`src/hdl/smt_pkg.sv`:
```
package smt_pkg;

   // Number of table entries, one per cell in the chain.
   localparam int CAPACITY        = 256;
   // Width of an occurrence count inside the table.
   localparam int COUNT_BITS      = 16;
   // Width of the count reported on the result channel.
   localparam int BEST_COUNT_BITS = 16;
   localparam int SAMPLE_BITS     = 32;

   localparam logic [COUNT_BITS-1:0] COUNT_MAX = {COUNT_BITS{1'b1}};
   localparam logic [COUNT_BITS-1:0] COUNT_ONE = COUNT_BITS'(1);

   typedef struct packed {
      logic signed [SAMPLE_BITS-1:0] sample;
      logic                          start_req;
   } req_type;

   typedef struct packed {
      logic signed [SAMPLE_BITS-1:0]   best_sample;
      logic        [BEST_COUNT_BITS-1:0] best_count;
      logic                            table_full;
   } rsp_type;

   // What one cell hands to its neighbor: a request on its way down the chain.
   typedef struct packed {
      logic                    valid;
      logic                    start;
      logic                    found;
      logic [SAMPLE_BITS-1:0]  sample;
      logic [COUNT_BITS-1:0]   count;
   } smt_link_type;

endpackage

```
`src/hdl/smt_leader.sv`:
```
module smt_leader
   import smt_pkg::*;
(
   input  logic         clock,
   input  logic         reset,
   input  logic         adv,
   input  smt_link_type link_in,
   output logic         rsp_valid,
   output rsp_type      rsp_data
);

   logic [SAMPLE_BITS-1:0] leader_sample_ff, leader_sample_in;
   logic [COUNT_BITS-1:0]  leader_count_ff, leader_count_in;
   logic                   rsp_valid_ff, rsp_valid_in;
   rsp_type                rsp_data_ff, rsp_data_in;

   logic [SAMPLE_BITS-1:0] base_sample;
   logic [COUNT_BITS-1:0]  base_count;
   logic                   take;

   // A strictly larger count takes the lead, so on a tie the earlier value stays.
   always_comb begin
      base_sample = link_in.start ? '0 : leader_sample_ff;
      base_count  = link_in.start ? '0 : leader_count_ff;
      take        = link_in.found & (link_in.count > base_count);

      leader_sample_in = take ? link_in.sample : base_sample;
      leader_count_in  = take ? link_in.count : base_count;

      rsp_valid_in           = link_in.valid;
      rsp_data_in.best_sample = leader_sample_in;
      rsp_data_in.best_count  = BEST_COUNT_BITS'(leader_count_in);
      rsp_data_in.table_full  = ~link_in.found;
   end

   always_ff @(posedge clock) begin
      if (reset) begin
         leader_sample_ff <= '0;
         leader_count_ff  <= '0;
         rsp_valid_ff     <= 1'b0;
      end else if (adv) begin
         rsp_valid_ff <= rsp_valid_in;
         if (link_in.valid) begin
            leader_sample_ff <= leader_sample_in;
            leader_count_ff  <= leader_count_in;
         end
      end
   end

   always_ff @(posedge clock) begin
      if (adv && link_in.valid) begin
         rsp_data_ff <= rsp_data_in;
      end
   end

   assign rsp_valid = rsp_valid_ff;
   assign rsp_data  = rsp_data_ff;

endmodule

```
`config.mk`:
```
export PLATFORM = sky130hd
export DESIGN_NAME = smt_leader
export DESIGN_NICKNAME = d
export VERILOG_FILES = /design/src/hdl/smt_pkg.sv /design/src/hdl/smt_leader.sv
export SDC_FILE = /design/constraint.sdc
export NUM_CORES = 1
export LEC_CHECK = 0
export CORE_AREA = 2 2 125 115
export CTS_CLUSTER_DIAMETER = 60
export DETAILED_ROUTE_END_ITERATION = 8
export DIE_AREA = 0 0 127 117
export DONT_BUFFER_PORTS = 1
export PLACE_DENSITY = 0.59
export SLEW_MARGIN = 10
export SYNTH_ARGS = -nofsm -noshare
export SYNTH_HDL_FRONTEND = slang
export SYNTH_SLANG_ARGS = --single-unit
export TNS_END_PERCENT = 5
```
`constraint.sdc`:
```
create_clock -name clock -period 3.7 [get_ports clock]
set_input_delay 0.74 -clock clock [delete_from_list [all_inputs] [get_ports clock]]
set_output_delay 0.74 -clock clock [all_outputs]
set_load 0.02 [all_outputs]
```
==> summary.md <==
| Metric | Value |
|---|---|
| Core footprint | 13650 um^2 |
| CP max FO | 49 |
| PD cells | 494.1 nW/um^2 |
| Layout cells sized above 1 | 8.791% |
| Fill count | 1349 |
| Mapped Avg Cell Area | 9.661 um^2 |
| Required @ worst endpoint | 3.98 ns |
| CP max stage delay | 0.58 ns |
| Final slew viol count | 0 |
| Library cells used by synthesis | 29 |
| Combinational share of power | 8.0% |
| CTS tree | built |
| Yosys warns | 0 |
| Synthesized net count | 540 |
| Setup repair bufs after CTS | 0 |
| Fmax | 354.5 MHz |
| Final Setup Violations | 0 |
| Vias | 3218 |
| CTS sink cnt | 98 |
| FF+latch count, synth | 98 |
| Clk_lat worst skew | 0.35 ns |
| Internal power | 1.882 mW |
| CP cell instances | nand2b_1 -> ha_1 -> nand4_1 -> nor4_1 -> or3_1 -> a31o_2 -> nand3_1 -> a21oi_1 |
| Sequential fraction of design power | 51.1% |
| Initial cell density of the core | 33.28% |
| Maximum clock path buffer count | 2 |
| First-pass GRT wire length | 15790 um |
| Row count | 41 |
| Syn Std Cell Area | 4541 um^2 |
| Post-synth EDFFs | 49 |
| Die width | 127 um |
| Number of max-cap violations | 0 |
| H-tree levels | 3 |
| Commonest non-fill, non-tap cell in the layout | nand2_1 |
| Clock power frac | 41.0% |
| Pre-CTS setup slack | 0.4952 ns |
| Ys async rst share | 0% |
| Post-DP HPWL | 6448 um |
| Clk root buf | clkbuf_16 |
| Area growth, synth to finish | 9.176% |
| Post-Layout Cell Count | 627 |
| Dpl cells | 611 |
| Grt ovf | 0 |
| RD Place Congestion | 0.7773 |
| Critical path arrival | 3.10 ns |
| Worst setup margin | 0.8792 ns |
| Sw Ratio | 23.17% |
| Nets | 520 |
| CP Buf/Inv Count | 0 |
| Port Buf Inserts | 0 |
| Min cycle time layout | 2.821 ns |
| Antenna viol nets, final | 0 |
| Diode count | 0 |
| I/O Pins | 104 |
| Min-delay src | leader_sample_ff[8] |
| Lkg Pwr | 1.646 nW |
| Full die area | 14860 um^2 |
| Aggregate routed wire length | 9800 um |
| Outcome | finished clean |
| CTS buffer count | 9 |
| Pre-Repair DR Iteration Count | 5 |
| Worst-margin pin slew | 0.7461 ns |
| Die Y | 117 um |
| Initial drt markers | 183 |
| Hold buffer count at CTS | 0 |
| CP startpoint | link_in[49] |
| Final hold violation count | 0 |
| Sw Pwr | 0.5675 mW |
| CP endpoint kind | flip-flop |
| Worst R2R Start | leader_count_ff[15] |
| Seq/Total Area, Yosys | 54.01% |
| Setup Skew | 0.009063 ns |
| Initial antenna violation count | 0 |
| Top Family by Delay on Critical Path | simple AND/OR/NAND/NOR gates |
| Mapped Cells | 470 |
| Most frequent cells in the layout | 67 x nand2_1, 65 x nand3_1, 49 x nand2b_1, 49 x dfxtp_1, 49 x edfxtp_1 |
| DR vias/cell | 5.132 |
| Dominant synthesized flop cell | edfxtp_1 |
| Pin count of the biggest net entering global routing | 75 |
| Period utilization | 76.24% |
| RSZ-0062 raised after global routing | false |
| Clock-pin slew on the worst setup and hold paths | 0.07 ns |
| Drc violations | 0 |
| Slowest-stage cell, CP | a31o_2 |
| Tot GR Track Use | 13.64% |
| Setup TNS | 0 ns |
| Post-DR wirelength/cell | 15.63 um |
| Worst Hold Class | reg -> reg |
| Vias in the first global route | 3088 |
| Crit start category | input port |
| Slew HR | 50.26% |
| Setup CP Type | in -> reg |
| Peak VDD IR | 0.2186 mV |
| Cts repair resizes | 0 |
## routing by layer
| layer | wire length (um) | vias to the layer above | track usage [%] |
|---|---|---|---|
| met5 | 0 | - | 0 |
| met4 | 240 | 0 | 7.033 |
| met3 | 882 | 17 | 5.545 |
| met2 | 4483 | 104 | 22.01 |
| met1 | 4193 | 1475 | 15.82 |
| li1 | - | 1622 | - |
## area by class of cell
cell class                 instances  area [um^2]  area share [%]
tap                              172        215.2           4.341
clock inverter                     4        75.07           1.514
clock buffer                      12        246.5           4.972
inverter                           3        13.76          0.2776
multi-input combinational        333         1892           38.16
sequential                        98         2452           49.47
timing repair buffer               5        62.56           1.262
## synthesized netlist by cell type, types with 2 or more instances
master    count  area share (%)
a21oi_1      39             4.3
nor2_1       18             1.5
clkbuf_1     21             1.7
inv_1         3            0.25
nand2_1      67             5.5
ha_1         16             4.4
buf_1         5            0.41
nand4_1       4            0.55
a311oi_1     13             2.5
nand3_1      65             7.2
buf_2         4            0.44
o21ai_0      34             3.7
a311oi_2      2            0.66
dfxtp_1      49              22
or2_2        14             1.9
nor2b_1       2            0.28
buf_6         6             1.5
nand2b_1     49             6.8
edfxtp_1     49              32
## worst register-to-register path, delay by kind of cell, from the launching register on
kind,cells,cell delay [ns]
compound gates,2,0.76
flops,1,0.33
simple gates,5,1.21
fa+ha+maj,1,0.32
## sequential cells by signal (all words and copies together) (netlist names)
signal	flops
rsp_data	49
leader_sample_ff	32
leader_count_ff	16
rsp_valid	1
## power by group through the flow
| stage | clock network [mW] | logic, mW | registers (mW) |
|---|---|---|---|
| floorplan | 0 | 0.177 | 1.27 |
| global placement | 0 | 0.190 | 1.27 |
| detailed placement | 0 | 0.196 | 1.28 |
| CTS | 1.04 | 0.197 | 1.25 |
| global route | 1.07 | 0.224 | 1.26 |
| finish | 1.00 | 0.195 | 1.25 |
## metrics by stage
stage	total power [mW]	instance area [um^2]	hold slack [ns]	utilization [%]
finish	2.449	4957	0.4595	36.33
detailed placement	1.471	4636	0.4523	33.97
global route	2.550	4957	0.4439	36.33
global placement	1.465	4636	0.4479	33.97
floorplan	1.446	4541	0.4484	-
CTS	2.486	4957	0.4408	36.33
## cells by family after synthesis
group | share of synthesized area, %
buffers and inverters | 4.326
adder cells (fa/ha/maj) | 4.409
AND/OR/NAND/NOR | 24.11
AO/OA/AOI/OAI | 12.90
multiplexers | 0.2480
flip-flops | 54.01
## path summary, 6_finish.rpt
check / endpoint / slack [ns] / cells past startpoint
min reg2reg: leader_sample_ff[8] / 0.46 / 2
max reg2reg: leader_sample_ff[22] / 1.02 / 8
max: leader_sample_ff[22] / 0.88 / 8
min: leader_sample_ff[8] / 0.46 / 2
(Power assumes the default switching activity.)
