--- config.mk ---
export PLATFORM = sky130hd
export DESIGN_NAME = smt_cell
export DESIGN_NICKNAME = d
export VERILOG_FILES = /design/src/hdl/smt_pkg.sv /design/src/hdl/smt_cell.sv
export SDC_FILE = /design/constraint.sdc
export NUM_CORES = 1
export LEC_CHECK = 0
export ABC_AREA = 1
export BUFFER_PORTS_ARGS = -buffer_cell sky130_fd_sc_hd__buf_2
export CORE_UTILIZATION = 35
export DETAILED_ROUTE_END_ITERATION = 10
export PLACE_DENSITY = 0.53
export SYNTH_ARGS = -nofsm -noshare
export SYNTH_HDL_FRONTEND = slang
export SYNTH_SLANG_ARGS = --single-unit
export TNS_END_PERCENT = 20
--- constraint.sdc ---
create_clock -name clock -period 3.5 [get_ports clock]
set_input_delay 0 -clock clock [delete_from_list [all_inputs] [get_ports clock]]
set_output_delay 0 -clock clock [all_outputs]
set_load 0.01 [all_outputs]
--- src/hdl/smt_pkg.sv ---
package smt_pkg;

   // Number of table entries, one per cell in the chain.
   localparam int CAPACITY        = 256;
   // Width of an occurrence count inside the table.
   localparam int COUNT_BITS      = 16;
   // Width of the count reported on the result channel.
   localparam int BEST_COUNT_BITS = 16;
   localparam int SAMPLE_BITS     = 32;

   localparam logic [COUNT_BITS-1:0] COUNT_MAX = {COUNT_BITS{1'b1}};
   localparam logic [COUNT_BITS-1:0] COUNT_ONE = COUNT_BITS'(1);

   typedef struct packed {
      logic signed [SAMPLE_BITS-1:0] sample;
      logic                          start_req;
   } req_type;

   typedef struct packed {
      logic signed [SAMPLE_BITS-1:0]   best_sample;
      logic        [BEST_COUNT_BITS-1:0] best_count;
      logic                            table_full;
   } rsp_type;

   // What one cell hands to its neighbor: a request on its way down the chain.
   typedef struct packed {
      logic                    valid;
      logic                    start;
      logic                    found;
      logic [SAMPLE_BITS-1:0]  sample;
      logic [COUNT_BITS-1:0]   count;
   } smt_link_type;

endpackage

--- src/hdl/smt_cell.sv ---
module smt_cell
   import smt_pkg::*;
(
   input  logic         clock,
   input  logic         reset,
   input  logic         adv,
   input  smt_link_type link_in,
   output smt_link_type link_out
);

   logic                   valid_ff, valid_in;
   logic [SAMPLE_BITS-1:0] key_ff, key_in;
   logic [COUNT_BITS-1:0]  count_ff, count_in;
   smt_link_type           link_ff, link_in_next;

   logic                   eff_valid;
   logic                   hit;
   logic                   ins;
   logic [COUNT_BITS-1:0]  inc_count;

   // A start request empties the entry as it passes, before it is looked at.
   // Entries fill in chain order, so the first empty cell that a request
   // reaches unmatched is where its sample goes.
   always_comb begin
      eff_valid = valid_ff & ~link_in.start;
      hit       = link_in.valid & ~link_in.found & eff_valid & (key_ff == link_in.sample);
      ins       = link_in.valid & ~link_in.found & ~eff_valid;
      inc_count = (count_ff == COUNT_MAX) ? count_ff : count_ff + COUNT_ONE;

      valid_in = link_in.valid ? (eff_valid | ins) : valid_ff;
      key_in   = ins ? link_in.sample : key_ff;
      count_in = ins ? COUNT_ONE : (hit ? inc_count : count_ff);

      link_in_next       = link_in;
      link_in_next.found = link_in.found | hit | ins;
      link_in_next.count = ins ? COUNT_ONE : (hit ? inc_count : link_in.count);
   end

   always_ff @(posedge clock) begin
      if (reset) begin
         valid_ff      <= 1'b0;
         link_ff.valid <= 1'b0;
      end else if (adv) begin
         valid_ff <= valid_in;
         link_ff  <= link_in_next;
      end
   end

   always_ff @(posedge clock) begin
      if (adv) begin
         key_ff   <= key_in;
         count_ff <= count_in;
      end
   end

   assign link_out = link_ff;

endmodule

==> metrics.txt, run 1 <==
FMAX 0.394 GHz; Synth Warn # 0; FF+latch count, synth 100; Critical-path top delay cell a21oi_1; max_slew headroom 0.491; Final Max Slew Viols 0; gr ovfl total 0; post-synth top area cell edfxtp_1; Startpoint Class input pin; Setup Skew 6.85 ps; largest net degree at the start of global routing 33; Syn Nets 565; fin crit period 2540 ps; crit path capture type register; die width 119 µm; WL final 11.0 mm; CP top delay family buffers and inverters; starting density of the core 0.361; most area-consuming cells after synthesis edfxtp_1, nand2_1, inv_1; Setup TNS Final 0 ps; Num CTS Buffers 9; Inserted Diodes 0; post_cts resized 0; required time of the critical path 3540 ps; Placer Congestion 0.851; Clock Sinks 100; period utilization 0.725; core area 13300 µm²; die span in y 119 µm; final hold violation count 0; Rows 42; CTS tree done; first-pass GRT wire length 17.7 mm; slowest cell delay on critical path 670 ps; Area growth syn-to-layout 32.1%; # IOs 105; DIE AREA 14200 µm²; share of cells above drive strength 1 0.216; CP Max Fanout 17; Worst EP arrival 2580 ps; critical path type input pin to register; mapped cell area 4820 µm²; port bufs 104; pwr/cell area 430 nW/µm²; Routed WL per cell 12.9 µm; initial DRC count 205; Leak 2.86 nW; via count 3780; Max Cap Violations 0; worst-skew pair later-pin latency 340 ps; Worst-Margin Slew 762 ps; setup violators final 0; Clock Pin Slew Worst Setup and Hold Paths 60 ps; post-synth top area share 0.610; status finished, final reports clean; RSZ-0062 raised after global routing false; final core utilization 0.477; Yosys cell types 28; Vias/cell 4.42; initial antenna violation count 0; drt first pass iters 4; Global Route Usage Sum 0.164; CTS max path bufs 2; crit-path cells dlygate4sd3_1, buf_2, nor2_2, inv_1, nor2_1, inv_1, a21oi_1, buf_4; hpwl dp 8.03 mm; Worst Path Buf+Inv 5; Synth Instances 510; antenna-violating nets left 0; Syn Area/Cell 9.45 µm²; Max VDD drop 253 µV; CTS H-Tree Depth 3; most used cell, CP inv_1; Seq/Total Area, Yosys 0.619; DRC 0; clock root buffer clkbuf_16; HP Class input pin to register; vias in the first global route 3541; nets@finish 729
==> cell families after synthesis <==
group,count (synthesis),share of synthesized area
and+or+nand+nor,273,0.239
buffers and inverters,93,0.0758
adders and majority gates,1,0.00259
xor gates and xnor gates,15,0.0273
DFF,100,0.619
AOI/OAI and AO/OA,28,0.0366
==> path summary, 6_finish.rpt <==
check                   start            to  slack [ps]  depth (start not counted)
setup / recovery  link_in[48]  count_ff[13]         960                          8
hold / removal     link_in[3]   link_out[3]         0.4                          3
setup reg to reg   key_ff[15]  count_ff[13]        1040                         10
hold reg to reg      valid_ff      valid_ff         550                          2
==> tightest hold or removal path: cells and delay by family <==
kind	cells	cell delay (ps)
AOI/OAI and AO/OA	1	110
buffers and inverters	1	80
and+or+nand+nor	1	40
==> layout make-up <==
class | instances | area (µm²)
Clock buffer | 11 | 233
Timing Repair Buffer | 156 | 1030
Clock inverter | 5 | 76.3
Inverter | 90 | 338
Fill cell | 1286 | 6980
Sequential cell | 100 | 2980
Multi-Input combinational cell | 317 | 1480
Tap cell | 176 | 220
==> repair_timing <==
item                                   in CTS  in global routing
setup buffers                               0                  0
setup endpoints to repair                   0                  0
hold buffers                               49                  0
endpoints found under the hold margin      81                  0
==> cells in the final DEF (no fill, tap or decap), types with 2 or more instances in the layout <==
cell type and count:
a21oi_1 9, a21oi_2 9, buf_2 104, buf_4 3, bufinv_16 2, clkbuf_1 2
clkbuf_16 9, dfxtp_1 2, dlygate4sd3_1 49, edfxtp_1 98, inv_1 89, nand2_1 154
nand2_2 3, nand3_1 22, nand3_2 2, nand3b_1 3, nand4_1 3, nor2_1 65
nor2_2 5, nor2_4 3, nor3_1 6, o21ai_0 9, or2_2 3, xnor2_1 10
xor2_1 5
==> registers in the layout (all words and copies together) (netlist names) <==
signal	cells
count_ff	16
key_ff	32
valid_ff	1
link_out	51
==> per-stage QoR <==
stage	hold WS, ps	instances	power [W]	instance area, µm²	setup slack, ps
final	0.392	855	0.00274	6370	964
after global routing	5.43	855	0.00285	6370	717
after CTS	3.09	855	0.00277	6370	949
after detailed placement	217	790	0.00168	5570	1070
after global placement	217	790	0.00167	5570	1100
after floorplan	69.1	510	0.00156	4820	827
==> routing by layer <==
| layer | wire [µm] | vias to the layer above | global-route usage |
|---|---|---|---|
| li1 | - | 1956 | - |
| met3 | 532 | 13 | 0.0340 |
| met1 | 5480 | 1720 | 0.231 |
| met4 | 230 | 0 | 0.0688 |
| met5 | 0 | - | 0 |
| met2 | 4750 | 91 | 0.247 |
==> where the power goes <==
group / switching [W] / leakage [nW] / internal [W]
clock: 0.000420 / 0.147 / 0.000623
combinational: 0.000168 / 1.79 / 0.000127
sequential: 0.0000188 / 0.928 / 0.00138
total: 0.000606 / 2.86 / 0.00213
==> synthesized netlist by cell type <==
master    number
a21oi_2        9
dfxtp_1        2
nor2_2         4
and2_1         1
or2_2          3
nor3_1         6
o21ai_0        9
nand2_1      154
inv_2          1
nor2_4         2
nand3_2        2
buf_6          2
nand4_1        3
nand3b_1       3
a21oi_1        9
nor2_1        67
nor3b_1        1
inv_1         89
nor3_4         1
xnor2_1       10
xor2_1         5
edfxtp_1      98
buf_2          1
or2_0          1
nand2_2        3
o21bai_1       1
ha_1           1
nand3_1       22
No activity file was read; power rests on OpenSTA's default activity.
==> run 2, diff against run 1 <==
--- a/config.mk
+++ b/config.mk
@@ -5,11 +5,11 @@
 export SDC_FILE = /design/constraint.sdc
 export NUM_CORES = 1
 export LEC_CHECK = 0
-export ABC_AREA = 1
+export ABC_AREA = 0
 export BUFFER_PORTS_ARGS = -buffer_cell sky130_fd_sc_hd__buf_2
 export CORE_UTILIZATION = 35
 export DETAILED_ROUTE_END_ITERATION = 10
-export PLACE_DENSITY = 0.53
+export PLACE_DENSITY = 0.54
 export SYNTH_ARGS = -nofsm -noshare
 export SYNTH_HDL_FRONTEND = slang
 export SYNTH_SLANG_ARGS = --single-unit
==> constraint.sdc (replaced) <==
create_clock -name clock -period 2.59 [get_ports clock]
set_input_delay 0 -clock clock [delete_from_list [all_inputs] [get_ports clock]]
set_output_delay 0 -clock clock [all_outputs]
set_load 0.01 [all_outputs]
==> run 2 against run 1 <==
  * Sequential share of layout area rose by 4.2 points
  * Cell area is 8.2% lower
  * Die area is 9.3% lower
  * Synthesized area decreased by 9.4%
  * Global-route usage fell by 0.98 points
  * Sequential power is 35% higher
  * Clock power rose by 20%
  * Setup slack got worse by 680 ps
  * Combinational power grew 11%
  * Final cell count fell by 27%
  * Critical path type is now register to register
  * Largest cell class unchanged
==> metrics.txt, run 2 <==
CP top delay family simple AND/OR/NAND/NOR gates; Synth Warn # 0 (unchanged); Syn Area/Cell 15.0 µm² (+58%); Clock Sinks 100 (unchanged); # IOs 105 (unchanged); Setup TNS Final 0 ps (unchanged); status finished, final reports clean; FMAX 0.434 GHz; FF-to-FF path depth 7 (-3); post_cts resized 0 (unchanged); Flop pwr share 0.546 (+0.035); FF+latch count, synth 100 (unchanged); starting density of the core 0.362 (+0.000756); Setup Skew 10.9 ps (+4.05 ps); asr flop ratio synth 0 (unchanged); Synth Area in Adders 0.00287 (+0.000271); Rows 40 (-4.8%); die width 114 µm (-4.8%); Final Max Slew Viols 0 (unchanged); Startpoint Class register; clock root buffer clkbuf_16; Worst EP arrival 2370 ps (-210 ps); Routed WL per cell 15.0 µm (+17%); Vias/cell 4.76 (+7.6%); largest net degree at the start of global routing 36 (+9.1%); worst hold margin 4.97 ps (+4.58 ps); Post-Synth Simple-Gate Area 0.134 (-0.105); most frequent cell after synthesis edfxtp_1; Yosys cell types 49 (+75%); Synth Flop Type edfxtp_1; CTS H-Tree Depth 3 (unchanged); via count 2972 (-21%); first-pass GRT wire length 14.9 mm (-16%); cell count of the worst hold path 3 (unchanged); flop2flop setup slack 280 ps (-760 ps); Place WS 295 ps (-780 ps); gr ovfl total 0 (unchanged); max_slew headroom 0.513 (+0.0223); DRC 0 (unchanged); Max VDD drop 606 µV (+140%); reg2reg start key_ff[2]; Inserted Diodes 0 (unchanged); CTS tree done; pwr/cell area 593 nW/µm² (+38%); sw frac 0.227 (+0.00574); Synth Instances 292 (-43%); post-synth top area share 0.674 (+0.0637); XOR/XNOR Fraction of Synth Area 0.0682 (+0.0410); mux contribution to synthesized area 0.0381 (+0.0381); initial DRC count 128 (-38%); core area 12100 µm² (-9.6%); final hold violation count 0 (unchanged); port bufs 104 (unchanged); reg2reg end count_ff[6]; DIE AREA 12900 µm² (-9.3%); Compound-Gate Fraction of Synth Area 0.0547 (+0.0181); most area-consuming cells after synthesis edfxtp_1, xor2_1, mux2i_1; crit-path cells xor2_1, nor4_1, buf_4, nand4_2, nor3_4, o21a_1, buf_12; Seq/Total Area, Yosys 0.683 (+0.0646); slowest cell delay on critical path 430 ps (-240 ps); clock share of power 0.360 (-0.021); critical path type register to register; main combinational cell family by area after synthesis simple AND/OR/NAND/NOR gates; crit path capture type register; share of cells above drive strength 1 0.322 (+0.105); Largest register FFs 51 (unchanged); period utilization 0.891; mapped cell area 4370 µm² (-9.4%); Pint 0.00268 W (+26%); post-synth top area cell edfxtp_1; CTS max path bufs 2 (unchanged); Syn Nets 347 (-39%); worst-skew pair later-pin latency 360 ps (+20 ps); Area growth syn-to-layout 33.9%; Clock Pin Slew Worst Setup and Hold Paths 70 ps (about the same); Worst-Margin Slew 729 ps (-33.5 ps); nets@finish 507 (-30%); initial antenna violation count 1 (+1); Leak 2.22 nW (-22%); drt first pass iters 4 (unchanged); WL final 9.40 mm (-15%); Comb power frac 0.094 (-0.014); vias in the first global route 3008 (-15%); antenna-violating nets left 0 (unchanged); CP Max Fanout 16 (-1); setup violators final 0 (unchanged); Max Cap Violations 0 (unchanged); Critical-path top delay cell nor3_4; commonest non-fill, non-tap cells in the layout buf_2, edfxtp_1, dlygate4sd3_1; EDFF count, synth 98 (unchanged); hold_sp link_in[3]; Worst Path Buf+Inv 2 (-3); Setup Fix Bufs, Post-CTS 0 (unchanged); hold path endpoint link_out[3]; RSZ-0062 raised after global routing false; fin crit period 2310 ps; fin worst setup slack 284 ps (-680 ps); synth cell count leaders edfxtp_1, xor2_1, nand2_1; hpwl dp 6.30 mm (-22%); Final Power 0.00346 W (+27%); commonest non-fill, non-tap cell in the layout buf_2; switching power 0.000788 W (+30%); Placer Congestion 0.790 (-7.2%); required time of the critical path 2650 ps (-890 ps); die span in y 114 µm (-4.8%); HP Class input pin to register; Global Route Usage Sum 0.155 (-0.00980); Num CTS Buffers 9 (unchanged); final core utilization 0.485 (+0.00771)
[run 2: changes by cell type in the layout (fill, tap and decap cells not counted), sizes merged, moves of 14 or more]
cell,change
a21oi,-14
inv,-77
nand2,-142
nand3,-15
nor2,-64
nor4,+15
xor2,+26
[run 2: worst max path at each step]
stage          startpoint            to  slack, ps  cells past startpoint
6_report        key_ff[2]   count_ff[6]        280                      7
5_1_grt        key_ff[12]  link_out[11]         70                      6
4_1_cts         key_ff[2]  link_out[11]        270                      7
3_5_place_dp    key_ff[2]   count_ff[6]        290                      7
3_3_place_gp   key_ff[12]   count_ff[4]        330                      6
2_1_floorplan   key_ff[2]   count_ff[0]        200                      6
[run 2: power by group through the flow]
stage	sequential, W	clock, W	combinational, W
after floorplan	0.00195	0	0.000107
after global placement	0.00192	0	0.000275
after detailed placement	0.00193	0	0.000280
after CTS	0.00189	0.00129	0.000330
after global routing	0.00190	0.00135	0.000360
final	0.00189	0.00125	0.000326
[run 2: cells by family after synthesis]
group	after synthesis
multiplexers	16
AND/OR/NAND/NOR	89
AO/OA/AOI/OAI	35
XOR/XNOR	34
flip-flops	100
buffers and inverters	17
adder cells (fa/ha/maj)	1
[run 2: what timing repair did]
action | in CTS | in global routing
setup endpoints to repair | 0 | 0
endpoints found under the hold margin | 72 | 0
hold buffers | 43 | 0
[run 2: per-layer routing]
| metal | global-route usage | share of wire | vias up |
|---|---|---|---|
| li1 | - | - | 1446 |
| met1 | 0.187 | 0.43 | 1428 |
| met2 | 0.254 | 0.50 | 89 |
| met3 | 0.0616 | 0.064 | 9 |
| met4 | 0.0456 | 0.014 | 0 |
| met5 | 0 | 0 | - |
[run 2: layout make-up]
| type | count | area (µm²) |
|---|---|---|
| Tap cell | 168 | 210 |
| Clock inverter | 5 | 35.0 |
| Inverter | 11 | 41.3 |
| Multi-Input combinational cell | 175 | 1310 |
| Sequential cell | 100 | 2980 |
| Fill cell | 1050 | 6220 |
| Timing Repair Buffer | 155 | 1040 |
| Clock buffer | 11 | 233 |
[run 2: through the flow]
stage / cell area [µm²] / std cells
finish: 5850 / 625
global route: 5850 / 625
CTS: 5850 / 625
detailed placement: 5150 / 566
global placement: 5150 / 566
floorplan: 4370 / 292
[run 2: worst min-delay path, stage by stage]
cell and delay (ps):
buf_2 80, nand2_1 40, mux2i_1 110
==> run 3, diff against run 2 <==
==> constraint.sdc (replaced) <==
create_clock -name clock -period 2.4 [get_ports clock]
set_input_delay 0 -clock clock [delete_from_list [all_inputs] [get_ports clock]]
set_output_delay 0 -clock clock [all_outputs]
set_load 0.01 [all_outputs]
==> run 3 against run 2 <==
  * Via count fell by 0.44%
  * Critical path depth shrank 1
  * Maximum frequency up 5.0%
  * Clock power up 26%
  * Non-clock buffer count rose by 5
  * Critical endpoint is now link_out[13]
  * Highest routed layer unchanged
==> metrics.txt, run 3 (synthesis gave the netlist of run 2 again) <==
status finished, final reports clean; hpwl dp 6.20 mm (-1.6%); Vias/cell 4.69 (-1.4%); Final Power 0.00396 W (+14%); clock root buffer clkbuf_16; first-pass GRT wire length 14.5 mm (-2.8%); post_cts resized 0 (unchanged); required time of the critical path 2490 ps (-160 ps); Max VDD drop 787 µV (+30%); Final Max Slew Viols 0 (unchanged); largest net degree at the start of global routing 36 (unchanged); Routed WL per cell 14.4 µm (-4.2%); die width 114 µm (unchanged); WL final 9.09 mm (-3.3%); CP Max Fanout 6 (-10); nets@finish 512 (+0.99%); fin crit period 2200 ps (-111 ps); die span in y 114 µm (unchanged); crit-path cells xor2_1, nor4_1, nand3_2, nor3_4, buf_4, mux2_2; Leak 2.28 nW (+2.4%); Startpoint Class register; final hold violation count 0 (unchanged); FMAX 0.455 GHz (+5.0%); initial DRC count 102 (-20%); Worst-Margin Slew 568 ps (-160 ps); Critical-path top delay cell nor4_1; starting density of the core 0.362 (unchanged); Clock Pin Slew Worst Setup and Hold Paths 70 ps (about the same); Place WS 45.1 ps (-250 ps); CTS max path bufs 2 (unchanged); via count 2959 (-0.44%); crit path capture type register; Worst EP arrival 2290 ps (-80 ps); worst-skew pair later-pin latency 350 ps (about the same); CP top delay family simple AND/OR/NAND/NOR gates; worst hold margin 11.9 ps (+6.88 ps); Largest register FFs 51 (unchanged); Num CTS Buffers 9 (unchanged); gr ovfl total 0 (unchanged); drt first pass iters 5 (+1); Area growth syn-to-layout 36.0%; Worst Path Buf+Inv 1 (-1); max_slew headroom 0.620 (+0.107); CTS tree done; initial antenna violation count 1 (unchanged); Global Route Usage Sum 0.150 (-0.00484); Clock Sinks 100 (unchanged); HP Class input pin to register; post-route cell area 5940 µm² (+1.6%); Setup TNS Final 0 ps (unchanged); Cell Area, Placed 5180 µm² (+0.58%); Setup Skew 10.9 ps (-0.0344 ps); fin worst setup slack 204 ps (-79.4 ps); CTS H-Tree Depth 3 (unchanged); core area 12100 µm² (unchanged); share of cells above drive strength 1 0.335 (+0.0138); RSZ-0062 raised after global routing false; antenna-violating nets left 0 (unchanged); DRC 0 (unchanged); DIE AREA 12900 µm² (unchanged); vias in the first global route 2937 (-2.4%); slowest cell delay on critical path 460 ps (+30 ps); Max Cap Violations 0 (unchanged); Rows 40 (unchanged); commonest non-fill, non-tap cell in the layout buf_2; critical path type register to register; commonest non-fill, non-tap cells in the layout buf_2, edfxtp_1, dlygate4sd3_1; # IOs 105 (unchanged); port bufs 104 (unchanged); period utilization 0.915 (+0.0244); Placer Congestion 0.814 (+3.0%); setup violators final 0 (unchanged); pwr/cell area 667 nW/µm² (+12%)
[run 3: cell types whose count changed in the layout (fill, tap and decap cells not counted)]
cell	previous run	this run
diode_2	0	1
clkinv_1	1	0
dlygate4sd3_1	43	42
clkbuf_1	2	1
clkinv_4	1	0
buf_4	6	12
inv_8	0	1
bufinv_16	0	2
[run 3: metal layers]
layer,vias to the layer above,global-route usage,share of wire
met3,2,0.0611,0.063
met2,86,0.261,0.51
met4,0,0.0482,0.0032
met1,1413,0.166,0.43
met5,-,0,0
li1,1458,-,-
[run 3: worst paths after layout]
check        slack, ps      endpoint  depth (start not counted)         from
max                200  link_out[13]                          6   key_ff[21]
min                 10   link_out[3]                          3   link_in[3]
max reg2reg        200  link_out[13]                          6   key_ff[21]
min reg2reg        790   count_ff[0]                          2  count_ff[0]
[run 3: where the power goes]
group	switching [W]	leakage (nW)	internal, W	total (W)
registers	0.0000302	0.929	0.00201	0.00204
logic	0.000180	1.19	0.000174	0.000354
clock network	0.000639	0.159	0.000927	0.00157
[run 3: area by class of cell]
class	count	area, µm²
fillers	1054	6120
flip-flops and latches	100	2980
multi-input cells	175	1310
repair buffers	160	1070
clock buffers	10	229
well taps	168	210
clock inverters	6	93.8
inverters	11	41.3
diodes	1	2.50
[run 3: worst min-delay path, cell delays in order]
cell and delay, ps:
buf_2 80, nand2_1 40, mux2i_1 110
[run 3: what timing repair did]
item                       4_1_cts  5_1_grt
hold endpoints to repair        71        0
setup endpoints to repair        0       28
hold buffers                    42        0
setup buffers                    0        2
[run 3: per-stage QoR]
| stage | util | instances |
|---|---|---|
| finish | 0.492 | 631 |
| global route | 0.492 | 630 |
| CTS | 0.491 | 628 |
| detailed placement | 0.429 | 570 |
| global placement | 0.429 | 570 |
| floorplan | - | 292 |
